<file path="config.mk">
export PLATFORM = sky130hd
export DESIGN_NAME = plot_samples_to_segments_top
export DESIGN_NICKNAME = d
export VERILOG_FILES = /design/src/design/ps2s_pkg.sv /design/src/design/ps2s_ctrl.sv /design/src/design/ps2s_ymap.sv /design/src/design/ps2s_seg_out.sv /design/src/design/plot_samples_to_segments_top.sv
export SDC_FILE = /design/constraint.sdc
export NUM_CORES = 2
export LEC_CHECK = 0
export BUFFER_PORTS_ARGS = -buffer_cell sky130_fd_sc_hd__buf_2
export CAP_MARGIN = 20
export CELL_PAD_IN_SITES_DETAIL_PLACEMENT = 0
export CELL_PAD_IN_SITES_GLOBAL_PLACEMENT = 1
export CORE_UTILIZATION = 25
export CTS_BUF_LIST = sky130_fd_sc_hd__clkbuf_16
export CTS_CLUSTER_SIZE = 20
export DETAILED_ROUTE_END_ITERATION = 12
export GPL_ROUTABILITY_DRIVEN = 0
export HOLD_SLACK_MARGIN = 0.08
export PLACE_DENSITY = 0.47
export SYNTH_ARGS = -nofsm -noshare
export SYNTH_HDL_FRONTEND = slang
export SYNTH_HIERARCHICAL = 1
export SYNTH_SLANG_ARGS = --single-unit
</file>
<file path="constraint.sdc">
create_clock -name aclk -period 7 [get_ports aclk]
set_clock_uncertainty 0.1 [all_clocks]
set_input_delay 0.7 -clock aclk [delete_from_list [all_inputs] [get_ports aclk]]
set_output_delay 0.7 -clock aclk [all_outputs]
set_load 0.02 [all_outputs]
</file>
<file path="src/design/ps2s_pkg.sv">
package ps2s_pkg;

    localparam int COUNT_BITS_DEF = 16;

    localparam int CFG_IDX_W  = 3;
    localparam int CFG_DATA_W = 32;

    localparam logic [CFG_IDX_W-1:0] REG_POS_X       = 3'd0;
    localparam logic [CFG_IDX_W-1:0] REG_POS_Y       = 3'd1;
    localparam logic [CFG_IDX_W-1:0] REG_PLOT_WIDTH  = 3'd2;
    localparam logic [CFG_IDX_W-1:0] REG_PLOT_HEIGHT = 3'd3;
    localparam logic [CFG_IDX_W-1:0] REG_Y_MIN       = 3'd4;
    localparam logic [CFG_IDX_W-1:0] REG_Y_SCALE     = 3'd5;
    localparam logic [CFG_IDX_W-1:0] REG_SAMPLES     = 3'd6;

    localparam logic [1:0] KIND_DATA  = 2'd0;
    localparam logic [1:0] KIND_GAP   = 2'd1;
    localparam logic [1:0] KIND_AXIS  = 2'd2;
    localparam logic [1:0] KIND_LEVEL = 2'd3;

    typedef struct packed {
        logic [9:0]         pos_x;
        logic [9:0]         pos_y;
        logic [9:0]         plot_width;
        logic [9:0]         plot_height;
        logic signed [31:0] y_min;
        logic [31:0]        y_scale;
        logic [15:0]        samples;
    } cfg_t;

    typedef struct packed {
        logic               link;
        logic               link_gap;
        logic               last;
        logic               plot;
        logic               smp_valid;
        logic signed [15:0] x;
    } item_t;

    function automatic logic signed [15:0] sat16(input logic signed [33:0] v);
        logic signed [15:0] r;
        if (v > 34'sd32767) begin
            r = 16'sh7fff;
        end else if (v < -34'sd32768) begin
            r = 16'sh8000;
        end else begin
            r = v[15:0];
        end
        return r;
    endfunction

endpackage

</file>
<file path="src/design/ps2s_ctrl.sv">
module ps2s_ctrl #(
    parameter int COUNT_BITS = ps2s_pkg::COUNT_BITS_DEF
) (
    input  logic                aclk,
    input  logic                aresetn,
    input  ps2s_pkg::cfg_t      cfg,
    input  logic                cfg_wr_en,
    input  logic                s_valid,
    output logic                s_ready,
    input  logic signed [31:0]  s_value,
    input  logic                s_flag,
    input  logic                adv,
    output logic                s1_vld,
    output ps2s_pkg::item_t     s1_item,
    output logic signed [31:0]  s1_raw
);
    import ps2s_pkg::*;

    localparam int CW     = (COUNT_BITS > 16) ? COUNT_BITS : 16;
    localparam int STEP_W = $clog2(CW + 1);

    typedef enum logic [1:0] {DIV_IDLE, DIV_LOAD, DIV_RUN} div_state_t;

    div_state_t              state_reg;
    logic [COUNT_BITS-1:0]   cnt_reg;
    logic                    pv_reg;
    logic                    gp_reg;
    logic [CW-1:0]           q_reg;
    logic [9:0]              r_reg;
    logic [CW-1:0]           dvd_reg;
    logic [9:0]              rem_reg;
    logic [STEP_W-1:0]       step_reg;
    logic                    s1_vld_reg;
    item_t                   s1_item_reg;
    logic signed [31:0]      s1_raw_reg;

    logic [15:0]             n16;
    logic [15:0]             start16;
    logic [CW-1:0]           cnt_ext;
    logic [CW-1:0]           start_ext;
    logic [CW-1:0]           k;
    logic                    in_win;
    logic                    last;
    logic                    wide;
    logic [CW:0]             off;
    logic [CW+1:0]           xsum;
    logic signed [15:0]      x;
    logic                    accept;
    logic [COUNT_BITS-1:0]   cnt_next;
    logic                    pv_next;
    logic                    gp_next;
    logic [9:0]              dsr;
    logic [10:0]             r_inc;
    logic [10:0]             rem_sh;
    logic                    ge;
    logic [10:0]             rem_sub;
    logic [CW-1:0]           dvd_next;

    always_comb begin
        n16       = (cfg.samples == 16'd0) ? 16'd1 : cfg.samples;
        start16   = (n16 > {6'd0, cfg.plot_width}) ? n16 - {6'd0, cfg.plot_width} : 16'd0;
        cnt_ext   = CW'(cnt_reg);
        start_ext = CW'(start16);
        k         = cnt_ext - start_ext;
        in_win    = (cfg.plot_width != 10'd0) && (cnt_ext >= start_ext);
        last      = cnt_ext >= CW'(n16 - 16'd1);
        wide      = cfg.plot_width >= 10'd2;
        off       = wide ? ({1'b0, k} + {1'b0, q_reg}) : '0;
        xsum      = {1'b0, off} + (CW+2)'(cfg.pos_x);
        x         = (xsum > (CW+2)'(32767)) ? 16'sh7fff : xsum[15:0];
        accept    = s_valid && s_ready;
        cnt_next  = last ? '0 : cnt_reg + 1'b1;
        dsr       = wide ? cfg.plot_width - 10'd1 : 10'd1;
        r_inc     = {1'b0, r_reg} + 11'd1;
        rem_sh    = {rem_reg, dvd_reg[CW-1]};
        ge        = rem_sh >= {1'b0, dsr};
        rem_sub   = rem_sh - {1'b0, dsr};
        dvd_next  = {dvd_reg[CW-2:0], ge};

        pv_next = pv_reg;
        gp_next = gp_reg;
        if (in_win) begin
            if (s_flag) begin
                pv_next = 1'b1;
                gp_next = 1'b0;
            end else begin
                if (pv_reg) begin
                    gp_next = 1'b1;
                end
                pv_next = 1'b0;
            end
        end
        if (last) begin
            pv_next = 1'b0;
            gp_next = 1'b0;
        end
    end

    assign s_ready = adv && (state_reg == DIV_IDLE);
    assign s1_vld  = s1_vld_reg;
    assign s1_item = s1_item_reg;
    assign s1_raw  = s1_raw_reg;

    always_ff @(posedge aclk) begin
        if (!aresetn) begin
            state_reg  <= DIV_IDLE;
            cnt_reg    <= '0;
            pv_reg     <= 1'b0;
            gp_reg     <= 1'b0;
            q_reg      <= '0;
            r_reg      <= '0;
            step_reg   <= '0;
            s1_vld_reg <= 1'b0;
        end else begin
            if (adv) begin
                s1_vld_reg <= accept;
            end
            if (accept) begin
                s1_raw_reg            <= s_value;
                s1_item_reg.link      <= in_win && s_flag && (pv_reg || gp_reg);
                s1_item_reg.link_gap  <= !pv_reg;
                s1_item_reg.last      <= last;
                s1_item_reg.plot      <= in_win && s_flag;
                s1_item_reg.smp_valid <= s_flag;
                s1_item_reg.x         <= x;
                cnt_reg <= cnt_next;
                pv_reg  <= pv_next;
                gp_reg  <= gp_next;
                // track window index / (width - 1) incrementally
                if (CW'(cnt_next) == start_ext) begin
                    q_reg <= '0;
                    r_reg <= '0;
                end else if (in_win) begin
                    if (r_inc == {1'b0, dsr}) begin
                        r_reg <= '0;
                        q_reg <= q_reg + 1'b1;
                    end else begin
                        r_reg <= r_inc[9:0];
                    end
                end
            end
            // restart the window index recompute on any register write
            if (cfg_wr_en) begin
                state_reg <= DIV_LOAD;
            end else begin
                unique case (state_reg)
                    DIV_IDLE: begin
                    end
                    DIV_LOAD: begin
                        dvd_reg   <= k;
                        rem_reg   <= '0;
                        step_reg  <= STEP_W'(CW);
                        state_reg <= DIV_RUN;
                    end
                    DIV_RUN: begin
                        dvd_reg  <= dvd_next;
                        rem_reg  <= ge ? rem_sub[9:0] : rem_sh[9:0];
                        step_reg <= step_reg - 1'b1;
                        if (step_reg == STEP_W'(1)) begin
                            q_reg     <= dvd_next;
                            r_reg     <= ge ? rem_sub[9:0] : rem_sh[9:0];
                            state_reg <= DIV_IDLE;
                        end
                    end
                    default: begin
                        state_reg <= DIV_IDLE;
                    end
                endcase
            end
        end
    end

endmodule

</file>
<file path="src/design/ps2s_ymap.sv">
module ps2s_ymap (
    input  logic                aclk,
    input  logic                aresetn,
    input  ps2s_pkg::cfg_t      cfg,
    input  logic                adv,
    input  logic                s1_vld,
    input  ps2s_pkg::item_t     s1_item,
    input  logic signed [31:0]  s1_raw,
    output logic                s3_vld,
    output ps2s_pkg::item_t     s3_item,
    output logic [31:0]         s3_t,
    output logic                s3_neg
);
    import ps2s_pkg::*;

    logic               s2_vld_reg;
    item_t              s2_item_reg;
    logic [32:0]        s2_mag_reg;
    logic               s2_neg_reg;
    logic               s3_vld_reg;
    item_t              s3_item_reg;
    logic [31:0]        s3_t_reg;
    logic               s3_neg_reg;

    logic signed [32:0] diff;
    logic [32:0]        mag;
    logic [64:0]        prod;

    always_comb begin
        diff = {s1_raw[31], s1_raw} - {cfg.y_min[31], cfg.y_min};
        mag  = diff[32] ? 33'(-diff) : 33'(diff);
        prod = 65'(s2_mag_reg) * 65'(cfg.y_scale);
    end

    assign s3_vld  = s3_vld_reg;
    assign s3_item = s3_item_reg;
    assign s3_t    = s3_t_reg;
    assign s3_neg  = s3_neg_reg;

    always_ff @(posedge aclk) begin
        if (!aresetn) begin
            s2_vld_reg <= 1'b0;
            s3_vld_reg <= 1'b0;
        end else if (adv) begin
            s2_vld_reg  <= s1_vld;
            s2_item_reg <= s1_item;
            s2_mag_reg  <= mag;
            s2_neg_reg  <= diff[32];
            s3_vld_reg  <= s2_vld_reg;
            s3_item_reg <= s2_item_reg;
            s3_t_reg    <= prod[63:32];
            s3_neg_reg  <= s2_neg_reg;
        end
    end

endmodule

</file>
<file path="src/design/ps2s_seg_out.sv">
module ps2s_seg_out (
    input  logic                aclk,
    input  logic                aresetn,
    input  ps2s_pkg::cfg_t      cfg,
    input  logic                s3_vld,
    input  ps2s_pkg::item_t     s3_item,
    input  logic [31:0]         s3_t,
    input  logic                s3_neg,
    output logic                adv,
    output logic                m_valid,
    input  logic                m_ready,
    output logic [63:0]         m_data,
    output logic [1:0]          m_kind,
    output logic                m_last
);
    import ps2s_pkg::*;

    // pending beats: link, bottom axis, top axis, level line
    logic [3:0]          mask_reg;
    logic [3:0]          mask_next;
    logic signed [15:0]  prev_x_reg;
    logic signed [15:0]  prev_y_reg;
    logic signed [15:0]  lx1_reg;
    logic signed [15:0]  ly1_reg;
    logic signed [15:0]  lx2_reg;
    logic signed [15:0]  ly2_reg;
    logic                gap_reg;
    logic signed [15:0]  ylv_reg;

    logic [10:0]         base;
    logic signed [33:0]  base_s;
    logic signed [33:0]  t_s;
    logic signed [33:0]  y_full;
    logic signed [15:0]  y;
    logic                one_left;
    logic                pop;
    logic [15:0]         xl;
    logic [15:0]         xr;
    logic [15:0]         yb;
    logic [15:0]         yt;

    always_comb begin
        base     = {1'b0, cfg.pos_y} + {1'b0, cfg.plot_height};
        base_s   = 34'(base);
        t_s      = {2'b00, s3_t};
        y_full   = s3_neg ? base_s + t_s : base_s - t_s;
        y        = sat16(y_full);
        one_left = (mask_reg & (mask_reg - 4'd1)) == 4'd0;
        pop      = m_valid && m_ready;
        adv      = (mask_reg == 4'd0) || (m_ready && one_left);
        xl       = {6'd0, cfg.pos_x};
        xr       = {6'd0, cfg.pos_x} + {6'd0, cfg.plot_width};
        yb       = {6'd0, cfg.pos_y} + {6'd0, cfg.plot_height} - 16'd1;
        yt       = {6'd0, cfg.pos_y};

        if (adv) begin
            mask_next = s3_vld ? {s3_item.last && s3_item.smp_valid, s3_item.last,
                                  s3_item.last, s3_item.link} : 4'd0;
        end else if (pop) begin
            mask_next = mask_reg & (mask_reg - 4'd1);
        end else begin
            mask_next = mask_reg;
        end
    end

    always_comb begin
        priority if (mask_reg[0]) begin
            m_data = {ly2_reg, lx2_reg, ly1_reg, lx1_reg};
            m_kind = gap_reg ? KIND_GAP : KIND_DATA;
        end else if (mask_reg[1]) begin
            m_data = {yb, xr, yb, xl};
            m_kind = KIND_AXIS;
        end else if (mask_reg[2]) begin
            m_data = {yt, xr, yt, xl};
            m_kind = KIND_AXIS;
        end else begin
            m_data = {ylv_reg, xr, ylv_reg, xl};
            m_kind = KIND_LEVEL;
        end
    end

    assign m_valid = mask_reg != 4'd0;
    assign m_last  = one_left;

    always_ff @(posedge aclk) begin
        if (!aresetn) begin
            mask_reg   <= '0;
            prev_x_reg <= '0;
            prev_y_reg <= '0;
        end else begin
            mask_reg <= mask_next;
            if (adv && s3_vld) begin
                lx1_reg <= prev_x_reg;
                ly1_reg <= prev_y_reg;
                lx2_reg <= s3_item.x;
                ly2_reg <= y;
                gap_reg <= s3_item.link_gap;
                ylv_reg <= y;
                if (s3_item.plot) begin
                    prev_x_reg <= s3_item.x;
                    prev_y_reg <= y;
                end
            end
        end
    end

endmodule

</file>
<file path="src/design/plot_samples_to_segments_top.sv">
// Channel   Dir  Handshake                     Payload
// s_axis    in   s_axis_tvalid/s_axis_tready   tdata sample_value, tuser sample_valid
// m_axis    out  m_axis_tvalid/m_axis_tready   tdata seg_x1..seg_y2, tuser seg_kind,
//                                              tlast run_last
// cfg       in   cfg_wr_en                     cfg_index, cfg_wdata
//
// One sample per cycle enters a four-stage path (capture, difference, multiply, map)
// when the output is not stalled and no window-index divide is running.
// A sample yields zero to four beats; the output slot sends one beat per cycle while
// m_axis_tready is high, so a frame-end sample holds the input until its beats drain.
// Each register write triggers a serial divide of the max(COUNT_BITS,16)-bit window
// index, during which s_axis_tready is low.
// Reset is synchronous on aresetn low; config registers return to their defaults.
module plot_samples_to_segments_top #(
    parameter int COUNT_BITS = ps2s_pkg::COUNT_BITS_DEF
) (
    input  logic                               aclk,
    input  logic                               aresetn,
    input  logic                               s_axis_tvalid,
    output logic                               s_axis_tready,
    input  logic [31:0]                        s_axis_tdata,  // [31:0] sample_value
    input  logic [0:0]                         s_axis_tuser,  // [0] sample_valid
    output logic                               m_axis_tvalid,
    input  logic                               m_axis_tready,
    output logic [63:0]                        m_axis_tdata,  // seg_x1, seg_y1, seg_x2, seg_y2
    output logic [1:0]                         m_axis_tuser,  // [1:0] seg_kind
    output logic                               m_axis_tlast,
    input  logic                               cfg_wr_en,
    input  logic [ps2s_pkg::CFG_IDX_W-1:0]     cfg_index,
    input  logic [ps2s_pkg::CFG_DATA_W-1:0]    cfg_wdata
);
    import ps2s_pkg::*;

    cfg_t               cfg_reg;
    logic               adv;
    logic               s1_vld;
    item_t              s1_item;
    logic signed [31:0] s1_raw;
    logic               s3_vld;
    item_t              s3_item;
    logic [31:0]        s3_t;
    logic               s3_neg;

    always_ff @(posedge aclk) begin
        if (!aresetn) begin
            cfg_reg.pos_x       <= 10'd0;
            cfg_reg.pos_y       <= 10'd0;
            cfg_reg.plot_width  <= 10'd2;
            cfg_reg.plot_height <= 10'd1;
            cfg_reg.y_min       <= 32'sd0;
            cfg_reg.y_scale     <= 32'd65536;
            cfg_reg.samples     <= 16'd1;
        end else if (cfg_wr_en) begin
            unique case (cfg_index)
                REG_POS_X:       cfg_reg.pos_x       <= cfg_wdata[9:0];
                REG_POS_Y:       cfg_reg.pos_y       <= cfg_wdata[9:0];
                REG_PLOT_WIDTH:  cfg_reg.plot_width  <= cfg_wdata[9:0];
                REG_PLOT_HEIGHT: cfg_reg.plot_height <= cfg_wdata[9:0];
                REG_Y_MIN:       cfg_reg.y_min       <= cfg_wdata;
                REG_Y_SCALE:     cfg_reg.y_scale     <= cfg_wdata;
                REG_SAMPLES:     cfg_reg.samples     <= cfg_wdata[15:0];
                default: begin
                end
            endcase
        end
    end

    ps2s_ctrl #(
        .COUNT_BITS (COUNT_BITS)
    ) u_ctrl (
        .aclk      (aclk),
        .aresetn   (aresetn),
        .cfg       (cfg_reg),
        .cfg_wr_en (cfg_wr_en),
        .s_valid   (s_axis_tvalid),
        .s_ready   (s_axis_tready),
        .s_value   (s_axis_tdata),
        .s_flag    (s_axis_tuser[0]),
        .adv       (adv),
        .s1_vld    (s1_vld),
        .s1_item   (s1_item),
        .s1_raw    (s1_raw)
    );

    ps2s_ymap u_ymap (
        .aclk    (aclk),
        .aresetn (aresetn),
        .cfg     (cfg_reg),
        .adv     (adv),
        .s1_vld  (s1_vld),
        .s1_item (s1_item),
        .s1_raw  (s1_raw),
        .s3_vld  (s3_vld),
        .s3_item (s3_item),
        .s3_t    (s3_t),
        .s3_neg  (s3_neg)
    );

    ps2s_seg_out u_seg_out (
        .aclk    (aclk),
        .aresetn (aresetn),
        .cfg     (cfg_reg),
        .s3_vld  (s3_vld),
        .s3_item (s3_item),
        .s3_t    (s3_t),
        .s3_neg  (s3_neg),
        .adv     (adv),
        .m_valid (m_axis_tvalid),
        .m_ready (m_axis_tready),
        .m_data  (m_axis_tdata),
        .m_kind  (m_axis_tuser),
        .m_last  (m_axis_tlast)
    );

endmodule
</file>
* Word level (Yosys, flattened, before mapping) *
Cells that the tools add are included.

storage, ports and cells
  flip-flop bits (word level) = 463
  bits of input ports = 73
  output and inout bits = 69
  logic and storage cells = 187

operators by class
  add/sub/neg operators = 20
  $mul = 1
  order comparisons = 8
  equality and inequality tests = 14
  mux-type cells = 47
  bitwise operators = 4
  reduce and logical (&&, ||, !) cells = 41

operator list
  kind                                                                     number
  16-bit 2-to-1 mux                                                        12
  64-bit 2-to-1 mux                                                        3
  10-bit 2-to-1 mux                                                        9
  33-bit by 32-bit multiplier with 64-bit output                           1
  34-bit by 16-bit > comparator with 1-bit output (second input constant)  1
  34-bit by 16-bit < comparator with 1-bit output (second input constant)  1
  34-bit 2-to-1 mux                                                        1
  10-bit by 10-bit adder with 11-bit output                                3
  11-bit by 32-bit adder with 33-bit output                                1
  33-bit negation                                                          1
  11-bit by 32-bit subtractor with 33-bit output                           1
  32-bit by 32-bit subtractor with 33-bit output                           1
  16-bit by 1-bit adder with 16-bit output (second input constant)         2
  16-bit greater-or-equal comparator                                       2
  32-bit 2-to-1 mux                                                        1
  16-bit one-hot mux with 2 select lines                                   1
  16-bit by 1-bit subtractor with 16-bit output (second input constant)    2
  2-bit AND reduction                                                      15
  10-bit one-hot mux with 2 select lines                                   1
  17-bit by 10-bit adder with 18-bit output                                1
  18-bit by 15-bit > comparator with 1-bit output (second input constant)  1
  16-bit by 16-bit adder with 17-bit output                                1
  17-bit 2-to-1 mux                                                        1
  16-bit equality test                                                     1
  40 further kinds                                                         71

* Depth between registers and ports, before layout *
  depth after elaboration = 12
  depth in mapped cells = 37

* By module *
Netlist, hierarchy kept.

modules (own cells, without submodules)
  module                        instances  cells an instance  area an instance (um^2)  seq. area each (um^2)
  ps2s_ymap                     1          4,196              39,123.8                 3,313.2
  ps2s_ctrl                     1          1,231              10,802.9                 3,413.3
  ps2s_seg_out                  1          926                8,051.5                  2,672.6
  plot_samples_to_segments_top  1          432                4,419.2                  2,402.3

* Worst setup path after synthesis *
Ideal clock, no wire load.

  kind = flip-flop to flip-flop
  start = register cfg_reg[13] in the netlist's numbering
  end = register u_ctrl.s1_item_reg, in the netlist u_ctrl/s1_item[4] (data pin)
  library setup time = 0.255 ns
  arrival = 7.258 ns
  slack = -0.613 ns
  stages on the path, launching flop included = 35
  buffers on the path = 3
  period minus slack after synthesis = 7.613 ns
  cell sequence = dfxtp_1 -> buf_6 -> or4_4 -> nor3_4 -> a41oi_1 -> ha_1 -> inv_1 -> fa_1 -> nand3_1 -> a21oi_1 -> o21ai_2 -> o21ai_1 -> clkbuf_1 -> nand2_1 -> fa_1 -> a21o_1 -> a21oi_1 -> o21bai_1 -> a21oi_1 -> o21ai_0 -> a21o_1 -> a21o_1 -> xor2_1 -> ha_1 -> nand2_1 -> or3_1 -> o211a_1 -> nor2_1 -> mux2i_1 -> nor4b_2 -> nand2_1 -> or4b_1 -> nand3_1 -> buf_4 -> nand2_1

between the ends
  longest elaborated chain between the ends = 9
  elaborated cells between the ends (all ways) = 10
  classes of those cells = add/sub: 4; order compare: 2; mux: 3; reduce/logical: 1

ends and longest elaborated chain
  what                                                                                                               RTL line                            RTL
  start, declared                                                                                                    plot_samples_to_segments_top.sv:34  cfg_t cfg_reg;
  16-bit logical NOT                                                                                                 ps2s_ctrl.sv:60                     n16 = (cfg.samples == 16'd0) ? 16'd1 : cfg.samples;
  16-bit 2-to-1 mux (*)                                                                                              ps2s_ctrl.sv:60
  16-bit by 10-bit subtractor with 16-bit output or 16-bit by 10-bit > comparator with 1-bit output (tied branches)  ps2s_ctrl.sv:61                     start16 = (n16 > {6'd0, cfg.plot_width}) ? n16 - {6'd0, cfg.plot_width} : 16'd0;
  16-bit 2-to-1 mux (*)                                                                                              ps2s_ctrl.sv:61
  16-bit subtractor (*)                                                                                              ps2s_ctrl.sv:64                     k = cnt_ext - start_ext;
  16-bit by 16-bit adder with 17-bit output (*)                                                                      ps2s_ctrl.sv:68                     off = wide ? ({1'b0, k} + {1'b0, q_reg}) : '0;
  17-bit 2-to-1 mux (*)                                                                                              ps2s_ctrl.sv:68
  17-bit by 10-bit adder with 18-bit output (*)                                                                      ps2s_ctrl.sv:69                     xsum = {1'b0, off} + (CW+2)'(cfg.pos_x);
  18-bit by 15-bit > comparator with 1-bit output                                                                    ps2s_ctrl.sv:70                     x = (xsum > (CW+2)'(32767)) ? 16'sh7fff : xsum[15:0];
  end, declared                                                                                                      ps2s_ctrl.sv:34                     item_t s1_item_reg;

Mark *: on every way between the ends. The rest lies on a longest branch, timed or not.
A chain may end at the register's enable or synchronous reset.

* Worst setup path after layout *
  start = register u_ymap.s2_mag_reg[11]
  end = register u_ymap.s3_t_reg[30] (netlist: u_ymap/s3_t[30]) (data pin)

between the ends
  longest elaborated chain between the ends = 1

ends and longest elaborated chain
  what                                            RTL line         RTL
  start, declared                                 ps2s_ymap.sv:18  logic [32:0] s2_mag_reg;
  start signal, assigned                          ps2s_ymap.sv:47  s2_mag_reg <= mag;
  33-bit by 32-bit multiplier with 64-bit output  ps2s_ymap.sv:32  prod = 65'(s2_mag_reg) * 65'(cfg.y_scale);
  via u_ymap.prod[62]                             ps2s_ymap.sv:27  logic [64:0] prod;
  end signal, assigned                            ps2s_ymap.sv:51  s3_t_reg <= prod[63:32];
  end, declared                                   ps2s_ymap.sv:22  logic [31:0] s3_t_reg;

The timed path passes the listed nets, and every way through them passes these cells.

==> summary.txt <==
Outcome
  – Status: finished, violations left
  – Failing checks: negative setup slack

Layout
  – Fin nets: 8725
  – Most common cell after layout, fill and taps aside: inv_1
  – Fillcell total: 26352
  – Ratio of cells with drive above 1 in the final layout: 15.52%
  – Sequential cell area: 0.01181 mm²
  – Commonest cells after routing, fill and taps aside: inv_1, nand2_1, fa_1
  – Final Non-Filler Cells: 10661
  – Multi-input gate area: 0.04605 mm²
  – Area delta synth->final: 19.90%
  – Max FFs per register: 120
  – Util after Layout: 30.12%
  – Finished Cell Area: 0.07482 mm²

Yosys
  – Xor and xnor area share after synthesis: 3.674%
  – Simple-gate area share of the yosys netlist: 17.53%
  – Synth area leader: fa_1
  – Synth async-reset ratio: 0%
  – Share of the synthesized area in the top cell type: 30.00%
  – Seq/Total Area, Yosys: 18.91%
  – Top cells by area, synth: fa_1, edfxtp_1, ha_1
  – Syn Nets: 8235
  – Mapped Cells: 6785
  – Synthesis Warnings: 6
  – EDFF count, synth: 253
  – Post-Syn Area: 0.06240 mm²
  – Mux contribution to synthesized area: 2.683%
  – Post-synthesis adder-cell area fraction: 38.88%
  – Distinct cells, synth: 118
  – Main combinational cell family by area after synthesis: adder cells
  – Mean area per synthesized cell: 9.196 µm²
  – Post-synthesis register bit count: 463
  – Synth Area in Compound Gates: 9.366%
  – Top FF cell, synth: edfxtp_1

STA
  – Tmin final: 7.560 ns
  – Sum Neg Setup Slack: -17.11 ns
  – Crit share post-route: 108.0%
  – F_max: 132.3 MHz
  – Final setup viols: 47
  – Rel. slew slack: 26.47%
  – Unrepaired setup endpoints after global routing: true
  – Final hold vios: 0
  – Fin. max-slew vios: 0
  – Final hold slack: 0.1457 ns
  – Worst setup margin: -0.5596 ns
  – Worst-margin pin slew: 1.100 ns

GRT
  – Wire length of the first global-routing pass: 323300 µm
  – Congestion Overflow GR: 0
  – Initial antenna violation count: 12
  – Vias in the first global route: 50840
  – Largest net degree at the start of global routing: 108
  – Total track usage: 17.07%

Critical path
  – Critical R2R Launch: u_ymap/s2_mag_reg[11]$_DFFE_PP_
  – Crit start category: flip-flop
  – Critical setup path kind: flip-flop to flip-flop
  – CP required: 7.34 ns
  – Reg2reg setup slack: -0.56 ns
  – Worst setup path startpoint: u_ymap/s2_mag_reg[11]$_DFFE_PP_
  – CP Capture Type: flip-flop
  – Crit path max fanout: 7
  – Worst setup path end: u_ymap/s3_t[30]$_DFFE_PP_
  – Worst-case reg-to-reg path depth: 24
  – Worst EP arrival: 7.90 ns
  – Worst r2r dst: u_ymap/s3_t[30]$_DFFE_PP_

Clock network
  – H-tree levels: 2
  – Clock Pin Slew Worst Setup and Hold Paths: 0.07 ns
  – CTS Buf Count: 58
  – CTS Root Cell: clkbuf_16
  – Clk_lat worst skew: 0.70 ns
  – Clock Tree Buf Depth: 3
  – CTS tree: yes
  – Total clock sinks: 463

Job
  – Max-cap violations: 0

Floorplan
  – Core box area: 0.2484 mm²
  – Initial Util: 25.12%
  – Die H: 501.6 µm
  – Num ports: 142
  – Row count: 183
  – Die Area: 0.2516 mm²
  – Die X: 501.6 µm

Placement
  – Cells after DPL: 10465
  – Placed Area: 0.07118 mm²
  – Port bufs: 141
  – DP HPWL: 175800 µm
  – Dpl ws: -0.7300 ns

Power and ir drop
  – Pwr Density: 176.4 mW/mm²
  – VDD IR max: 191.7 µV
  – Pleak: 33.91 nW
  – Final Power: 13.20 mW

Drt
  – Vias per cell: 4.507
  – Via count: 48046
  – Initial drt markers: 2373
  – Detail Route Antenna Nets: 0
  – Drt total wl: 214800 µm
  – Per-cell routed wire length: 20.14 µm
  – Drt pass-1 iters: 5
  – DRC: 0

Min path
  – Hold Path Class: input pin to flip-flop
[report_power, final]
group          switching [mW]  total, mW  internal, mW
logic                    3.80       6.74          2.94
registers               0.198       3.31          3.11
clock network            1.38       3.15          1.77
[synthesized netlist by cell type, drive strengths merged (149+ instances only)]
| library cell | instances |
|---|---|
| nor2 | 163 |
| xnor2 | 149 |
| dfxtp | 210 |
| ha | 442 |
| edfxtp | 253 |
| and2 | 528 |
| inv | 1102 |
| o21ai | 178 |
| clkbuf | 310 |
| a21oi | 217 |
| fa | 935 |
| nand2 | 1028 |
[worst min path at each step]
stage / startpoint / endpoint / slack (ns) / cells after the start
after global routing: s_axis_tdata[1] / u_ctrl/s1_raw[1]$_DFFE_PP_ / 0.11 / 1
final: s_axis_tdata[1] / u_ctrl/s1_raw[1]$_DFFE_PP_ / 0.15 / 1
after floorplan: u_ymap/s3_item[19]$_DFFE_PP_ / u_seg_out/gap_reg$_DFFE_PP_ / 0.30 / 0
after CTS: s_axis_tdata[1] / u_ctrl/s1_raw[1]$_DFFE_PP_ / 0.09 / 1
after global placement: u_ymap/s2_item_reg[3]$_DFFE_PP_ / u_ymap/s3_item[3]$_DFFE_PP_ / 0.30 / 0
after detailed placement: u_ctrl/s1_item[19]$_DFFE_PP_ / u_ymap/s2_item_reg[19]$_DFFE_PP_ / 0.30 / 0
[layer usage]
layer | share of wire [%] | vias to the layer above | track usage, %
met4 | 2.4 | 4 | 3.895
met2 | 49 | 809 | 29.35
met3 | 3.2 | 188 | 1.699
met5 | 0.012 | - | 0
li1 | - | 22686 | -
met1 | 46 | 24359 | 22.89
[worst max-delay path, stage by stage, from the launching register on]
cell and delay (ns):
edfxtp_1 0.42, buf_12 0.18, buf_4 0.15, and2_1 0.15, fa_2 0.57, fa_1 0.43, fa_1 0.52, inv_1 0.06
fa_1 0.53, inv_1 0.05, fa_1 0.57, ha_4 0.21, fa_1 0.49, fa_2 0.65, ha_4 0.21, a21o_1 0.17
a21o_1 0.16, a21o_1 0.18, a2111o_1 0.46, a21oi_4 0.21, o21ai_4 0.11, o211ai_1 0.26, nand3b_1 0.15, buf_4 0.16
xor2_1 0.13
[logic make-up (layout without fill, tap and decap cells)]
group                      Yosys count  after routing
AOI/OAI and AO/OA                  864            864
xor gates and xnor gates           256            256
adders and majority gates         1378           1378
buffers and inverters             1460           1999
DFF                                463            463
muxes                              164            164
other                                1              7
and+or+nand+nor                   2199           2200
[final cells by class]
class | instances | share of cell area (%)
multi-input cells | 4863 | 61.55
flip-flops and latches | 463 | 15.78
repair buffers | 787 | 8.947
well taps | 3330 | 5.569
inverters | 1102 | 5.529
clock buffers | 59 | 1.973
clock inverters | 51 | 0.6372
diodes | 6 | 0.02007
[timing repair]
| item | 4_1_cts | 5_1_grt |
|---|---|---|
| resized for setup | 84 | 128 |
| pin swaps | 72 | 102 |
| hold buffers | 31 | 0 |
| buffers inserted | 31 | 18 |
| gates cloned | 2 | 0 |
| hold endpoints to repair | 31 | 0 |
| setup endpoints to repair | 47 | 59 |
No activity file was read; power rests on OpenSTA's default activity.
